===== src/hw/rtl/zas_pkg.sv =====
// Shared types and constants for the zone alarm scheduler.
`default_nettype none

package zas_pkg;

    // Event codes; codes above OP_TRIP are ignored
    typedef enum logic [3:0] {
        OP_TICK      = 4'd0,
        OP_ARM       = 4'd1,
        OP_DISARM    = 4'd2,
        OP_SET_WIN   = 4'd3,
        OP_CLR_WIN   = 4'd4,
        OP_CLOCK_SET = 4'd5,
        OP_TOGGLE    = 4'd6,
        OP_HUSH      = 4'd7,
        OP_TRIP      = 4'd8
    } t_op;

    localparam logic [1:0] ZONE_OFF   = 2'd0;
    localparam logic [1:0] ZONE_ARMED = 2'd1;
    localparam logic [1:0] ZONE_ALARM = 2'd2;

    localparam int MAX_ZONES = 4;

    // Seconds per day and its reciprocal for the modulo reduction.
    // 86400 = 128 * 675; quotient = ((x >> 7) * RECIP) >> RECIP_SHIFT,
    // which is exact or one short.
    localparam logic [16:0] SECS_PER_DAY = 17'd86400;
    localparam logic [25:0] RECIP        = 26'd50903316;
    localparam int          RECIP_SHIFT  = 35;

    // One event as it travels down the pipeline
    typedef struct packed {
        logic [3:0]  op;
        logic [1:0]  room;
        logic [16:0] win_start;
        logic [16:0] win_end;
    } t_event;

    // Status after an event
    typedef struct packed {
        logic [3:0] latches;
        logic [3:0] enables;
        logic [7:0] states;
    } t_status;

endpackage

`default_nettype wire


===== src/hw/rtl/zone_alarm_scheduler.sv =====
// Top level of the zone alarm scheduler: request pipeline and output register.
`default_nettype none

// Four-zone alarm controller. Each request on the slave stream is one event
// (tick, arm, disarm, set/clear window, clock set, toggle all, hush, trip);
// each produces exactly one status word on the master stream, in order.
// A new request is taken every cycle while the output is not stalled, so the
// sustained rate is one request per clock. The pipeline is the input
// register, two stages that reduce the tick seconds modulo 86400 by a
// reciprocal multiply, then the combinational zone update that loads the
// output register. Backpressure stalls the whole pipeline together; a full
// output register that is being taken does not stall it. Codes 9 to 15 and
// room numbers at or above NUM_ZONES change nothing but still report status.
// Zones at or above NUM_ZONES read as zero in every status field.

module zone_alarm_scheduler #(
    parameter int NUM_ZONES = 4
) (
    input  wire logic        i_clk,
    input  wire logic        i_rst_n,
    // request: op[3:0], room[5:4], clock_seconds[37:6],
    //          window_start[54:38], window_end[71:55]
    input  wire logic        s_axis_tvalid,
    output logic             s_axis_tready,
    input  wire logic [71:0] s_axis_tdata,
    // status: zone_states[7:0], schedule_enables[11:8], window_latches[15:12]
    output logic             m_axis_tvalid,
    input  wire logic        m_axis_tready,
    output logic [15:0]      m_axis_tdata
);
    import zas_pkg::*;

    logic    en;
    logic    r_s1_valid, r_s2_valid, r_s3_valid, r_out_valid;
    t_event  r_s1_evt, r_s2_evt, r_s3_evt;
    logic [31:0] r_s1_secs;
    logic [16:0] time_of_day;
    t_status next_status;
    t_status r_out_status;
    t_event  in_evt;

    // whole pipeline moves unless the result register is held
    assign en            = !r_out_valid || m_axis_tready;
    assign s_axis_tready = en;

    assign in_evt.op        = s_axis_tdata[3:0];
    assign in_evt.room      = s_axis_tdata[5:4];
    assign in_evt.win_start = s_axis_tdata[54:38];
    assign in_evt.win_end   = s_axis_tdata[71:55];

    always_ff @(posedge i_clk) begin
        if (!i_rst_n) begin
            r_s1_valid  <= 1'b0;
            r_s2_valid  <= 1'b0;
            r_s3_valid  <= 1'b0;
            r_out_valid <= 1'b0;
        end else if (en) begin
            r_s1_valid  <= s_axis_tvalid;
            r_s2_valid  <= r_s1_valid;
            r_s3_valid  <= r_s2_valid;
            r_out_valid <= r_s3_valid;
        end
    end

    always_ff @(posedge i_clk) begin
        if (en) begin
            r_s1_evt     <= in_evt;
            r_s1_secs    <= s_axis_tdata[37:6];
            r_s2_evt     <= r_s1_evt;
            r_s3_evt     <= r_s2_evt;
            r_out_status <= next_status;
        end
    end

    zas_day_mod u_day_mod (
        .i_clk         (i_clk),
        .i_en          (en),
        .i_seconds     (r_s1_secs),
        .o_time_of_day (time_of_day)
    );

    // state commits only for a real request leaving stage 3
    zas_zone_bank #(
        .NUM_ZONES (NUM_ZONES)
    ) u_zone_bank (
        .i_clk         (i_clk),
        .i_rst_n       (i_rst_n),
        .i_fire        (en && r_s3_valid),
        .i_event       (r_s3_evt),
        .i_time_of_day (time_of_day),
        .o_next_status (next_status)
    );

    assign m_axis_tvalid = r_out_valid;
    assign m_axis_tdata  = r_out_status;

endmodule

`default_nettype wire


===== src/hw/rtl/zas_day_mod.sv =====
// Two-stage reduction of a 32-bit seconds count modulo one day.
`default_nettype none

module zas_day_mod (
    input  wire logic        i_clk,
    input  wire logic        i_en,
    input  wire logic [31:0] i_seconds,
    output logic [16:0]      o_time_of_day
);
    import zas_pkg::*;

    logic [50:0] r_prod;
    logic [31:0] r_x;
    logic [17:0] r_rem;
    logic [15:0] quot;
    logic [31:0] diff;
    logic [50:0] n_prod;

    assign n_prod = {26'd0, i_seconds[31:7]} * {25'd0, RECIP};
    assign quot   = r_prod[50:RECIP_SHIFT];
    assign diff   = r_x - ({16'd0, quot} * {15'd0, SECS_PER_DAY});

    // stage 1: reciprocal product; stage 2: remainder, below two days
    always_ff @(posedge i_clk) begin
        if (i_en) begin
            r_prod <= n_prod;
            r_x    <= i_seconds;
            r_rem  <= diff[17:0];
        end
    end

    // final correction, quotient estimate may be one short
    always_comb begin
        if (r_rem >= {1'b0, SECS_PER_DAY}) begin
            o_time_of_day = 17'(r_rem - {1'b0, SECS_PER_DAY});
        end else begin
            o_time_of_day = r_rem[16:0];
        end
    end

endmodule

`default_nettype wire


===== src/hw/rtl/zas_zone_bank.sv =====
// Zone state, schedule windows and latches, updated once per event.
`default_nettype none

module zas_zone_bank #(
    parameter int NUM_ZONES = 4
) (
    input  wire logic            i_clk,
    input  wire logic            i_rst_n,
    input  wire logic            i_fire,
    input  wire zas_pkg::t_event i_event,
    input  wire logic [16:0]     i_time_of_day,
    output zas_pkg::t_status     o_next_status
);
    import zas_pkg::*;

    logic [1:0]  r_zone_state  [NUM_ZONES];
    logic        r_sched_en    [NUM_ZONES];
    logic        r_latch       [NUM_ZONES];
    logic [16:0] r_arm_time    [NUM_ZONES];
    logic [16:0] r_disarm_time [NUM_ZONES];

    logic [1:0]  n_zone_state  [NUM_ZONES];
    logic        n_sched_en    [NUM_ZONES];
    logic        n_latch       [NUM_ZONES];
    logic [16:0] n_arm_time    [NUM_ZONES];
    logic [16:0] n_disarm_time [NUM_ZONES];

    logic any_on;

    always_comb begin
        any_on = 1'b0;
        for (int z = 0; z < NUM_ZONES; z++) begin
            if (r_zone_state[z] != ZONE_OFF) begin
                any_on = 1'b1;
            end
        end
    end

    always_comb begin
        logic hit, in_win, release_win, wraps;
        logic [16:0] t;
        t = i_time_of_day;
        for (int z = 0; z < NUM_ZONES; z++) begin
            n_zone_state[z]  = r_zone_state[z];
            n_sched_en[z]    = r_sched_en[z];
            n_latch[z]       = r_latch[z];
            n_arm_time[z]    = r_arm_time[z];
            n_disarm_time[z] = r_disarm_time[z];
            hit   = (i_event.room == 2'(z));
            wraps = r_arm_time[z] > r_disarm_time[z];
            if (wraps) begin
                in_win      = (t >= r_arm_time[z]) || (t <= r_disarm_time[z]);
                release_win = (t > r_disarm_time[z]) && (t < r_arm_time[z]);
            end else begin
                in_win      = (t >= r_arm_time[z]) && (t <= r_disarm_time[z]);
                release_win = (t > r_disarm_time[z]);
            end
            unique case (i_event.op)
                OP_TICK: begin
                    if (r_sched_en[z]) begin
                        if (in_win && !r_latch[z]) begin
                            if (r_zone_state[z] != ZONE_ALARM) begin
                                n_latch[z]      = 1'b1;
                                n_zone_state[z] = ZONE_ARMED;
                            end
                        end else if (release_win && r_latch[z]) begin
                            n_latch[z] = 1'b0;
                            if (r_zone_state[z] != ZONE_ALARM) begin
                                n_zone_state[z] = ZONE_OFF;
                            end
                        end
                    end
                end
                OP_ARM: begin
                    if (hit) n_zone_state[z] = ZONE_ARMED;
                end
                OP_DISARM: begin
                    if (hit) n_zone_state[z] = ZONE_OFF;
                end
                OP_SET_WIN: begin
                    if (hit) begin
                        n_arm_time[z]    = i_event.win_start;
                        n_disarm_time[z] = i_event.win_end;
                        n_sched_en[z]    = 1'b1;
                    end
                end
                OP_CLR_WIN: begin
                    if (hit) n_sched_en[z] = 1'b0;
                end
                OP_CLOCK_SET: begin
                    n_latch[z] = 1'b0;
                end
                OP_TOGGLE: begin
                    n_zone_state[z] = any_on ? ZONE_OFF : ZONE_ARMED;
                end
                OP_HUSH: begin
                    if (r_zone_state[z] == ZONE_ALARM) n_zone_state[z] = ZONE_ARMED;
                end
                OP_TRIP: begin
                    if (hit && r_zone_state[z] == ZONE_ARMED) begin
                        n_zone_state[z] = ZONE_ALARM;
                    end
                end
                default: begin
                end
            endcase
        end
    end

    // zones beyond NUM_ZONES report zero
    always_comb begin
        o_next_status = '0;
        for (int z = 0; z < NUM_ZONES; z++) begin
            o_next_status.states[2*z +: 2] = n_zone_state[z];
            o_next_status.enables[z]       = n_sched_en[z];
            o_next_status.latches[z]       = n_latch[z];
        end
    end

    always_ff @(posedge i_clk) begin
        if (!i_rst_n) begin
            for (int z = 0; z < NUM_ZONES; z++) begin
                r_zone_state[z]  <= ZONE_OFF;
                r_sched_en[z]    <= 1'b0;
                r_latch[z]       <= 1'b0;
                r_arm_time[z]    <= '0;
                r_disarm_time[z] <= '0;
            end
        end else if (i_fire) begin
            for (int z = 0; z < NUM_ZONES; z++) begin
                r_zone_state[z]  <= n_zone_state[z];
                r_sched_en[z]    <= n_sched_en[z];
                r_latch[z]       <= n_latch[z];
                r_arm_time[z]    <= n_arm_time[z];
                r_disarm_time[z] <= n_disarm_time[z];
            end
        end
    end

endmodule

`default_nettype wire


===== config.mk =====
export PLATFORM = sky130hd
export DESIGN_NAME = zone_alarm_scheduler
export DESIGN_NICKNAME = d
export VERILOG_FILES = /design/src/hw/rtl/zas_pkg.sv /design/src/hw/rtl/zone_alarm_scheduler.sv /design/src/hw/rtl/zas_day_mod.sv /design/src/hw/rtl/zas_zone_bank.sv
export SDC_FILE = /design/constraint.sdc
export NUM_CORES = 1
export LEC_CHECK = 0
export ABC_CLOCK_PERIOD_IN_PS = 33300
export BUFFER_PORTS_ARGS = -buffer_cell sky130_fd_sc_hd__buf_4
export CORE_MARGIN = 1.5
export CORE_UTILIZATION = 50
export CTS_BUF_LIST = sky130_fd_sc_hd__clkbuf_16
export DETAILED_ROUTE_END_ITERATION = 10
export MAX_ROUTING_LAYER = met4
export PLACE_DENSITY = 0.66
export SKIP_LAST_GASP = 1
export SLEW_MARGIN = 20
export SYNTH_ARGS = -nofsm -noshare
export SYNTH_HDL_FRONTEND = slang
export SYNTH_SLANG_ARGS = --single-unit

===== constraint.sdc =====
create_clock -name i_clk -period 33.3 [get_ports i_clk]
set_clock_uncertainty 0.1 [all_clocks]
set_input_delay 4.995 -clock i_clk [delete_from_list [all_inputs] [get_ports i_clk]]
set_output_delay 4.995 -clock i_clk [all_outputs]
set_load 0.01 [all_outputs]

======== Word-level counts from Yosys, hierarchy flattened ========
Memories as Yosys holds them, arrays and structs flattened.
Index checks and enable logic that the tools add are counted.
storage, ports and cells
  RAM bits ................................ 152
  memories kept ........................... 5
  register bits after elaboration ......... 257
  word-level logic and storage cells ...... 259
operators by class
  bitwise gates (word level) .............. 20
  multiplexer cells ....................... 126
  multiply operators ...................... 2
  order comparisons ....................... 21
  add/subtract/negate cells ............... 2
  eq/ne operators ......................... 23
  reduce and logical (&&, ||, !) cells .... 37
memory list
  memory                     depth  width  read ports  clocked after memory_dff  wr ports  line                 text
  u_zone_bank.r_arm_time     4      17     4           0                         4         zas_zone_bank.sv:19  logic [16:0] r_arm_time [NUM_ZONES];
  u_zone_bank.r_disarm_time  4      17     4           0                         4         zas_zone_bank.sv:20  logic [16:0] r_disarm_time [NUM_ZONES];
  u_zone_bank.r_zone_state   4      2      4           0                         4         zas_zone_bank.sv:16  logic [1:0] r_zone_state [NUM_ZONES];
  u_zone_bank.r_latch        4      1      4           0                         4         zas_zone_bank.sv:18  logic r_latch [NUM_ZONES];
  u_zone_bank.r_sched_en     4      1      4           0                         4         zas_zone_bank.sv:17  logic r_sched_en [NUM_ZONES];
operator list
  cell                    number
  $mux 17                 25
  $gt 17x17->1            8
  $mux 2                  40
  $ge 17x17->1            4
  $le 17x17->1            4
  $lt 17x17->1            4
  $mul 25x24->49 const B  1
  $mux 1                  49
  $pmux 2 s6              4
  $logic_and 1x1->1       21
  $or 1x1->1              20
  $ge 18x17->1 const B    1
  $sub 18x18->18          1
  $sub 17x17->17 const B  1
  $eq 4x3->1 const B      4
  $mul 16x10->11 const B  1
  $pmux 1 s2              8
  $eq 2x2->1 const B      6
  $eq 2x1->1 const B      5
  $eq 4x2->1 const B      2
  $ne 2x2->1 const B      4
  $reduce_bool 2->1       4
  $logic_not 1->1         5
  $logic_or 1x1->1        5
  4 further kinds         4

======== Logic depth before layout (Yosys ltp) ========
Gate-level depths: netlist of run 1.
  depth after elaboration ................. 11
  depth in mapped cells ................... 21
  depth with buffers taken out ............ 21

======== Hierarchy ========
Synthesis of run 1 repeated with hierarchy kept, for this count alone.
second synthesis, totals
  cell total of the unflattened synthesis .. 2373
  area, all modules ....................... 27542.7 um^2
modules (own cells, without submodules)
  module                seq. area each (um^2)  times used  area an instance (um^2)  cells each
  zas_day_mod           1411.4                 1           11177.0                  1065
  zas_zone_bank         4504.3                 1           11153.2                  1124
  zone_alarm_scheduler  5124.9                 1           5212.5                   184

======== Worst setup path after synthesis of run 1 ========
OpenSTA, ideal clock, no wires.
  path kind ............................... input port to output port
  start point ............................. input m_axis_tready
  end point ............................... output s_axis_tready
  cell stages on the path ................. 2
  data arrival time ....................... 11.154 ns
  path slack .............................. 17.051 ns
  data required time ...................... 28.205 ns
  cells stage by stage .................... nand2b_1 clkbuf_1
between the ends
  cells in the longest elaborated chain, start to end .. 1
RTL lines
  item              line                        text
  from (decl)       zone_alarm_scheduler.sv:28  input wire logic m_axis_tready,
  $logic_or 1x1->1  zone_alarm_scheduler.sv:43  assign en = !r_out_valid || m_axis_tready;
  to (decl)         zone_alarm_scheduler.sv:24  output logic s_axis_tready,
Every way passes these cells.

======== Worst setup path after layout of run 1 ========
Same ends and word-level chain as after synthesis.

==> results of run 1 <==
-- power groups by stage --
stage	sequential (mW)	combinational [mW]	clock [mW]
2_1_floorplan	0.639	1.53	0
3_5_place_dp	0.656	2.01	0
3_3_place_gp	0.655	1.94	0
5_1_grt	0.651	2.30	0.490
6_report	0.646	2.00	0.461
4_1_cts	0.646	2.03	0.473
-- per-layer routing --
| layer | track usage, % | wire, um |
|---|---|---|
| met1 | 25.80 | 24170 |
| met2 | 39.07 | 29760 |
| met3 | 2.458 | 1726 |
| met4 | 8.430 | 2101 |
| met5 | - | 0 |
-- registers in the layout, indices dropped and copies added (netlist names), 4 cells and up --
signal and count:
u_zone_bank.r_arm_time 68, u_day_mod.r_x 18, u_zone_bank.r_latch 4, u_zone_bank.r_sched_en 4
u_day_mod.r_rem 18, u_day_mod.r_prod 11, u_zone_bank.r_disarm_time 68, r_s2_evt 40
r_s3_evt 40, m_axis_tdata 16, r_s1_secs 32, r_s1_evt 40
u_zone_bank.r_zone_state 8
-- layout make-up --
class                           count  area, um2
Fill cell                        4494      23510
Multi-Input combinational cell   1442      14420
Sequential cell                   371      11040
Timing Repair Buffer              107      863.3
Clock buffer                       42       1051
Tap cell                          696      870.8
Inverter                          459       1723
Clock inverter                     33      335.3
-- placed cells by master, fill, tap and decap left out, types with 10 or more instances in the layout --
cell type | synthesis | routed
a21oi_1 | 102 | 102
nor2_1 | 62 | 62
inv_1 | 457 | 461
nand3_1 | 20 | 20
edfxtp_1 | 361 | 361
and4_1 | 10 | 10
clkinv_1 | 1 | 11
nor3_1 | 15 | 15
and2_1 | 76 | 76
nor2b_1 | 27 | 27
nand2b_1 | 12 | 11
nand2_1 | 53 | 53
ha_1 | 506 | 506
o21a_1 | 15 | 15
clkbuf_16 | 0 | 42
xnor2_1 | 29 | 28
a21o_1 | 83 | 83
buf_4 | 0 | 104
o21ai_0 | 72 | 67
xor2_1 | 11 | 10
nand4_1 | 43 | 43
dfxtp_1 | 10 | 10
o211ai_1 | 15 | 15
fa_1 | 160 | 160
a211oi_1 | 14 | 14
-- path summary, 6_finish.rpt --
path | cells after the start | end | start
hold / removal | 0 | r_s3_evt[39] | r_s2_evt[39]
setup reg to reg | 21 | u_day_mod.r_prod[45] | r_s1_secs[18]
setup / recovery | 3 | s_axis_tready | m_axis_tready
hold reg to reg | 0 | r_s3_evt[39] | r_s2_evt[39]
-- per-stage QoR --
stage	util [%]	hold slack, ps	area [um2]
2_1_floorplan	-	300.3	27190
3_3_place_gp	53.55	302.8	28820
3_5_place_dp	53.55	305.2	28820
4_1_cts	56.13	298.5	30200
5_1_grt	56.31	302.9	30300
6_report	56.31	295.8	30300
-- logic make-up after synthesis --
| family | after synthesis | synth area share [%] |
|---|---|---|
| AOI/OAI and AO/OA | 374 | 9.047 |
| xor gates and xnor gates | 40 | 1.288 |
| adders and majority gates | 666 | 35.06 |
| buffers and inverters | 478 | 6.626 |
| DFF | 371 | 40.60 |
| muxes | 5 | 0.1887 |
| and+or+nand+nor | 357 | 7.183 |
==> impl_metrics.csv, run 1 <==
group,metric,value,unit
run_status,status,"completed",
floorplan,die_w,236.2,um
power,ir_drop,0.00008769,V
synth,yosys.area.top_type,"edfxtp_1",
synth,synth_nets,3033,
setup_path,worst-path-buf-inv,2,
placement,post-place-cells,3072,
global_route,first_global_vias,18144,
min_path,hold_class,"flop to flop",
final_layout,antenna_cells,0,
global_route,antenna_found_initial,0,
setup_path,end_kind,"primary output",
setup_path,cp.arrival,5590,ps
power,combPwrFrac,64.4,%
sta,final_max_slew_viol_count,0,
setup_path,crit_path_start_kind,"input port",
sta,max_freq,93.60,MHz
setup_path,slowest_delay,270,ps
synth,synth_top_cells_by_count,"506 x ha_1, 457 x inv_1, 361 x edfxtp_1",
sta,hold_violations,0,
routing,first_iter_violations,854,
sta,tns,0,ps
power,p_sw,1.340,mW
sta,min_period,10680,ps
clocking,cts_buffers,41,
synth,synth_enable_flop_cells,361,
setup_path,cpLargestDelayFamily,"buffers and inverters",
power,p_leak,14.38,nW
power,seqPwrFrac,20.8,%
clocking,cts_tree,"built",
placement,pre_cts_slack,22600,ps
final_layout,layout-drive-gt1-share,8.191,%
final_layout,area_delta_synth_final,11.44,%
power,design_power_total,3.110,mW
synth,synth-async-reset-ratio,0,%
global_route,gr-total-overflow,0,
routing,routed_wl,57760,um
setup_path,critical_path.cell_chain,"buf_4 -> nand2b_4 -> buf_4",
routing,route.vias.total,16973,
clocking,ctsResizeCount,0,
sta,slew_headroom,19.75,%
power,pwr_density_cell,102.6,nW/um2
setup_path,cpMostUsedCell,"buf_4",
global_route,grt_pass1_wl,93430,um
routing,wire_per_inst,18.34,um
clocking,post-cts-setup-buffers,0,
clocking,cts_root_buf,"clkbuf_16",
sta,rsz0062_at_grt,"false",
routing,firstDrtPassIters,5,
floorplan,rows,85,
clocking,htree_num_levels,2,
synth,netlist_area,27190,um2
synth,ys_top_cells_by_area,"edfxtp_1 40%, ha_1 23%, fa_1 12%",
setup_path,path_class,"input port to primary output",
synth,ys_seq_area_share,40.60,%
power,clockPowerShare,14.8,%
run,drv_cap,0,
synth,synth_cell_types,78,
clocking,cts-hold-fix-buffers,0,
sta,finalCritPeriodShare,32.08,%
clocking,cts_sinks,371,
setup_path,worst_ep_required_time,28200,ps
global_route,gr-usage-all-layers,22.08,%
floorplan,start_util,50.53,%
setup_path,critPathMaxFanout,23,
final_layout,stdcell_count,3150,
synth,yosysWarnings,0,
synth,post-synth-top-count-cell,"ha_1",
clocking,clk_latency,560,ps
setup_path,slowest_stage,"nand2b_4",
floorplan,ios,94,
synth,ys_ff_latch,371,
clocking,cts_buffer_depth,3,
synth,yosysTopAreaCellShare,39.87,%
floorplan,dieArea,55790,um2
sta,setup_slack,22620,ps
global_route,grt_max_degree,73,
placement,hpwl,45520,um
synth,syn-instance-count,2291,
sta,worst_pin_slew,1200,ps
power,swShare,43.09,%
clocking,cts.clk_slew.worst_paths,60,ps
final_layout,finalNetCount,3164,
routing,ant_nets,0,
routing,routed_via_density,5.388,
power,power.internal,1.770,mW
placement,portBuffers,93,
floorplan,coreArea,53810,um2
routing,drc,0,
placement,gp_congestion,0.9123,
synth,avgSynthCellArea,11.87,um2
synth,ys.flop_type,"edfxtp_1",
floorplan,dieHeight,236.2,um
setup_path,reg2reg_slack,26520,ps
sta,setup_viol,0,
Power figures use the tool's default switching activity.
==> inputs of run 2 (changes only) <==
Settings changed: ABC_AREA set to 1, ABC_CLOCK_PERIOD_IN_PS 33300 to 10110.
Clock period 33.3 ns to 10.11 ns, I/O delays scaled along.
==> run 2 against run 1 <==
Compared with the run above: first-iteration DRC count up 3.6%; synthesized cell count up 23%; sequential share of layout area down 1.5 points; via count up 15%; sequential cell count unchanged; clock-buffer cell count up 2; critical path type is now flop to flop; critical endpoint is now u_day_mod.r_prod[42]; highest routed layer unchanged.
==> impl_metrics.csv, run 2 <==
group,metric,value,unit
run_status,status,"completed",
sta,setup_slack,3993,ps
clocking,clk_latency,570,ps
setup_path,rr_endpoint,"u_day_mod.r_prod[42]",
setup_path,worst_ep_required_time,10310,ps
clocking,cts_buffer_depth,3,
clocking,cts_tree,"built",
routing,first_iter_violations,885,
clocking,post-cts-setup-buffers,0,
setup_path,path_class,"flop to flop",
placement,pre_cts_slack,4034,ps
final_layout,area_delta_synth_final,11.38,%
routing,ant_nets,0,
sta,worst_pin_slew,1100,ps
clocking,cts.clk_slew.worst_paths,60,ps
sta,setup_viol,0,
floorplan,start_util,50.47,%
final_layout,finalNetCount,3691,
synth,synth_nets,3554,
final_layout,layout_common_cells,"641 x inv_1, 506 x ha_1, 439 x nand2_1, 361 x edfxtp_1, 219 x nor2_1",
sta,max_freq,163.5,MHz
clocking,cts_root_buf,"clkbuf_16",
global_route,antenna_found_initial,0,
floorplan,dieHeight,241.1,um
sta,final_max_slew_viol_count,0,
final_layout,layout-drive-gt1-share,6.774,%
final_layout,biggestRegsByFlops,"u_zone_bank.r_arm_time x68, u_zone_bank.r_disarm_time x68",
floorplan,dieArea,58130,um2
placement,hpwl,53350,um
routing,drc,0,
sta,tns,0,ps
run,drv_cap,0,
setup_path,end_kind,"flop",
clocking,cts_buffers,43,
floorplan,die_w,241.1,um
sta,rsz0062_at_grt,"false",
setup_path,cp.arrival,6320,ps
synth,ys_seq_area_share,38.95,%
synth,syn-instance-count,2812,
floorplan,ios,94,
setup_path,startpoint,"r_s1_secs[17]",
clocking,cts_sinks,371,
sta,slew_headroom,26.41,%
final_layout,mostFrequentLayoutCell,"inv_1",
synth,avgSynthCellArea,10.08,um2
synth,yosysTopAreaCellShare,38.24,%
global_route,grt_max_degree,87,
synth,ys_top_cells_by_area,"edfxtp_1 38%, ha_1 22%, fa_1 11%",
setup_path,r2r_start,"r_s1_secs[17]",
global_route,first_global_vias,20693,
setup_path,reg2reg_slack,3990,ps
synth,post-synth-top-count-cell,"inv_1",
synth,yosysWarnings,0,
clocking,cts-hold-fix-buffers,0,
synth,yosys.area.top_type,"edfxtp_1",
setup_path,r2r_cells,19,
clocking,ctsResizeCount,0,
setup_path,endpoint,"u_day_mod.r_prod[42]",
synth,synth-async-reset-ratio,0,%
placement,gp_congestion,0.9616,
routing,routed_via_density,5.207,
placement,portBuffers,93,
final_layout,antenna_cells,0,
floorplan,coreArea,56170,um2
final_layout,final_util,56.21,%
sta,min_period,6117,ps
routing,wire_per_inst,17.64,um
routing,routed_wl,65940,um
floorplan,rows,87,
routing,firstDrtPassIters,5,
sta,finalCritPeriodShare,60.51,%
global_route,grt_pass1_wl,104500,um
global_route,gr-total-overflow,0,
setup_path,crit_path_start_kind,"flop",
setup_path,critPathMaxFanout,11,
synth,synth_cell_types,52,
synth,synth_top_cells_by_count,"640 x inv_1, 506 x ha_1, 439 x nand2_1",
sta,hold_violations,0,
clocking,htree_num_levels,2,
synth,synth_enable_flop_cells,361,
synth,ys.flop_type,"edfxtp_1",
min_path,hold_class,"flop to flop",
routing,route.vias.total,19462,
synth,ys_ff_latch,371,
synth,netlist_area,28350,um2
global_route,gr-usage-all-layers,24.12,%
run 2: cell types whose count changed after synthesis, sizes merged, moves of 13 or more:
cell,before,now
a21o,84,21
and2,78,1
inv,458,641
o21ai,76,60
xor2,11,31
nand2,54,449
a21oi,103,150
a211oi,15,2
nand4,43,18
nor2,62,224
nor2b,27,0
nand3,21,56
run 2: layout make-up:
class                      instances  area, um2
fill                            4861      24600
timing repair buffer             101      818.3
multi-input combinational       1790      14900
inverter                         642       2417
clock buffer                      44       1101
tap                              756      945.9
sequential                       371      11040
clock inverter                    34      345.3
run 2: per-layer routing:
layer | global-route usage [%] | up-vias | part of all wire [%] | wire length (um)
met5 | - | - | 0 | 0
met4 | 10.63 | 0 | 4.4 | 2926
met3 | 2.265 | 159 | 3.3 | 2193
met2 | 43.94 | 414 | 52 | 34430
met1 | 26.74 | 9399 | 40 | 26400
li1 | - | 9490 | - | -
run 2: cells by family after synthesis:
logic type                 share of synthesized area (%)
and+or+nand+nor                                    11.51
adders and majority gates                          33.63
AOI/OAI and AO/OA                                  5.751
buffers and inverters                              8.633
DFF                                                38.95
muxes                                            0.03972
xor gates and xnor gates                           1.483
run 2: worst max-delay path, cell delays in order (launching register included):
cell      delay, ps
edfxtp_1        690
fa_1            500
ha_1            280
inv_1            60
fa_1            510
fa_1            520
inv_1            50
fa_1            460
fa_1            550
inv_1            50
fa_1            520
inv_1            40
ha_1            320
nand2_1         100
nor2_1          250
nand2_1         100
nor4_1          390
nand3_1         150
nand3_1         140
xor2_1           70
run 2: stage by stage:
step,cells,hold slack [ps],cell area [um2]
floorplan,2812,300.3,28350
global placement,3657,302.2,30040
detailed placement,3657,304.5,30040
CTS,3735,317.7,31490
global route,3738,324.1,31570
finish,3738,315.9,31570
run 2: worst min-delay path by stage:
stage / start / endpoint / slack (ps) / depth (start not counted)
6_report: r_s1_evt[13] / r_s2_evt[13] / 320 / 0
2_1_floorplan: r_s1_evt[0] / r_s2_evt[0] / 300 / 0
5_1_grt: r_s1_evt[13] / r_s2_evt[13] / 320 / 0
3_5_place_dp: r_s1_evt[20] / r_s2_evt[20] / 300 / 0
3_3_place_gp: r_s1_evt[3] / r_s2_evt[3] / 300 / 0
4_1_cts: r_s1_evt[24] / r_s2_evt[24] / 320 / 0
Power of run 2 is left out: the tool's default activity adds up to more than one toggle a clock period on the data nets, which glitch-free logic cannot reach.
==> inputs of run 3 (changes only) <==
Settings changed: ABC_CLOCK_PERIOD_IN_PS 10110 to 5600, PLACE_DENSITY 0.66 to 0.69.
Clock period 10.11 ns to 5.6 ns, I/O delays scaled along.
==> run 3 against run 2 <==
Compared with the run above: first-iteration DRC count rose by 12%; sequential cell count is the same; clock-buffer cell count shrank 1; cell count up 3.0%; worst hold slack lost 15 ps; critical path type unchanged.
==> impl_metrics.csv, run 3 (same netlist as run 2, synthesis figures left out) <==
group,metric,value,unit
global_route,grt_max_degree,117,
final_layout,biggestRegsByFlops,"u_zone_bank.r_arm_time x68, u_zone_bank.r_disarm_time x68",
clocking,cts-hold-fix-buffers,0,
floorplan,dieHeight,241.1,um
sta,finalCritPeriodShare,99.63,%
global_route,grt_pass1_wl,107400,um
run_status,status,"completed",
floorplan,die_w,241.1,um
global_route,first_global_vias,20911,
setup_path,critPathMaxFanout,5,
global_route,antenna_found_initial,2,
setup_path,endpoint,"u_day_mod.r_prod[45]",
sta,max_freq,179.2,MHz
setup_path,path_class,"flop to flop",
floorplan,dieArea,58130,um2
setup_path,reg2reg_slack,20,ps
routing,wire_per_inst,17.80,um
clocking,cts_tree,"built",
routing,ant_nets,0,
sta,finalHoldWorstSlack,301.0,ps
min_path,hold_class,"flop to flop",
run,drv_cap,0,
routing,routed_wl,68540,um
final_layout,mostFrequentLayoutCell,"inv_1",
placement,gp_congestion,0.9326,
clocking,cts_buffers,43,
global_route,gr-usage-all-layers,24.99,%
setup_path,end_kind,"flop",
setup_path,crit_path_start_kind,"flop",
clocking,cts_root_buf,"clkbuf_16",
setup_path,startpoint,"r_s1_secs[14]",
setup_path,slowest_delay,540,ps
floorplan,coreArea,56170,um2
sta,setup_viol,0,
routing,routed_via_density,5.162,
setup_path,worst_ep_required_time,5840,ps
routing,drc,0,
floorplan,start_util,50.47,%
sta,rsz0062_at_grt,"true",
setup_path,cpMostUsedCell,"fa_1",
sta,worst_pin_slew,1009,ps
setup_path,cp.arrival,5820,ps
setup_path,r2r_cells,21,
floorplan,ios,94,
clocking,clk_latency,590,ps
sta,min_period,5579,ps
final_layout,finalNetCount,3802,
setup_path,cp_num_cells,21,
final_layout,stdcell_count,3851,
routing,firstDrtPassIters,8,
clocking,htree_num_levels,2,
sta,hold_violations,0,
final_layout,layout-drive-gt1-share,15.12,%
clocking,cts_sinks,371,
setup_path,slowest_stage,"fa_1",
final_layout,layout_common_cells,"617 x inv_1, 460 x ha_1, 420 x nand2_1, 361 x edfxtp_1, 207 x nor2_1",
placement,hpwl,54900,um
setup_path,cpLargestDelayFamily,"adder cells",
setup_path,rr_endpoint,"u_day_mod.r_prod[45]",
sta,final_max_slew_viol_count,0,
routing,first_iter_violations,988,
sta,slew_headroom,31.88,%
placement,post-place-cells,3741,
clocking,cts_buffer_depth,3,
setup_path,critical_path.cell_chain,"fa_2 -> ha_4 -> inv_2 -> fa_1 -> fa_1 -> fa_1 -> inv_2 -> fa_1 -> inv_1 -> fa_1 -> inv_2 -> ha_4 -> nand2_4 -> nor2_4 -> nand2_1 -> o211ai_1 -> nand3_1 -> nand2_2 -> nand3b_1 -> nand3b_1 -> nand2_1",
setup_path,worst-path-buf-inv,4,
floorplan,rows,87,
global_route,gr-total-overflow,0,
clocking,cts.clk_slew.worst_paths,60,ps
setup_path,r2r_start,"r_s1_secs[14]",
final_layout,antenna_cells,0,
placement,portBuffers,93,
routing,route.vias.total,19880,
final_layout,area_delta_synth_final,18.52,%
run 3: worst min path at each step:
stage	start	endpoint	slack, ps	cells past startpoint
finish	r_s2_evt[18]	r_s3_evt[18]	300	0
global route	s_axis_tdata[69]	r_s1_evt[14]	300	1
global placement	r_s1_evt[18]	r_s2_evt[18]	300	0
CTS	s_axis_tdata[8]	r_s1_secs[2]	290	1
floorplan	r_s1_evt[0]	r_s2_evt[0]	300	0
detailed placement	r_s1_evt[6]	r_s2_evt[6]	300	0
run 3: layout make-up:
cell class | instances | area (um2)
well taps | 756 | 945.9
flip-flops and latches | 371 | 11040
repair buffers | 212 | 1822
clock inverters | 37 | 484.2
fillers | 4642 | 22570
inverters | 642 | 2414
multi-input cells | 1790 | 15820
clock buffers | 43 | 1076
run 3: metal layers:
metal | vias to the layer above | part of all wire, % | GRT usage [%]
li1 | 9699 | - | -
met1 | 9559 | 39 | 27.09
met2 | 439 | 52 | 45.92
met3 | 183 | 3.7 | 3.134
met4 | 0 | 4.9 | 10.36
met5 | - | 0 | -
run 3: stage by stage:
| step | TNS (ps) | area [um2] | setup WS [ps] | utilization [%] |
|---|---|---|---|---|
| after floorplan | 0 | 28350 | 104.3 | - |
| after CTS | -29.19 | 32600 | -9.890 | 58.04 |
| after detailed placement | -851.3 | 30760 | -180.0 | 54.76 |
| after global routing | -937.5 | 33600 | -139.0 | 59.81 |
| final | 0 | 33600 | 20.92 | 59.81 |
| after global placement | -335.8 | 30710 | -96.55 | 54.67 |
run 3: repair_timing:
item / CTS / global route
endpoints found under the setup margin: 9 / 11
pin swaps: 21 / 132
gates cloned: 0 / 0
setup buffers: 9 / 20
gates resized for setup: 41 / 154
Power of run 3 is left out for the same reason.
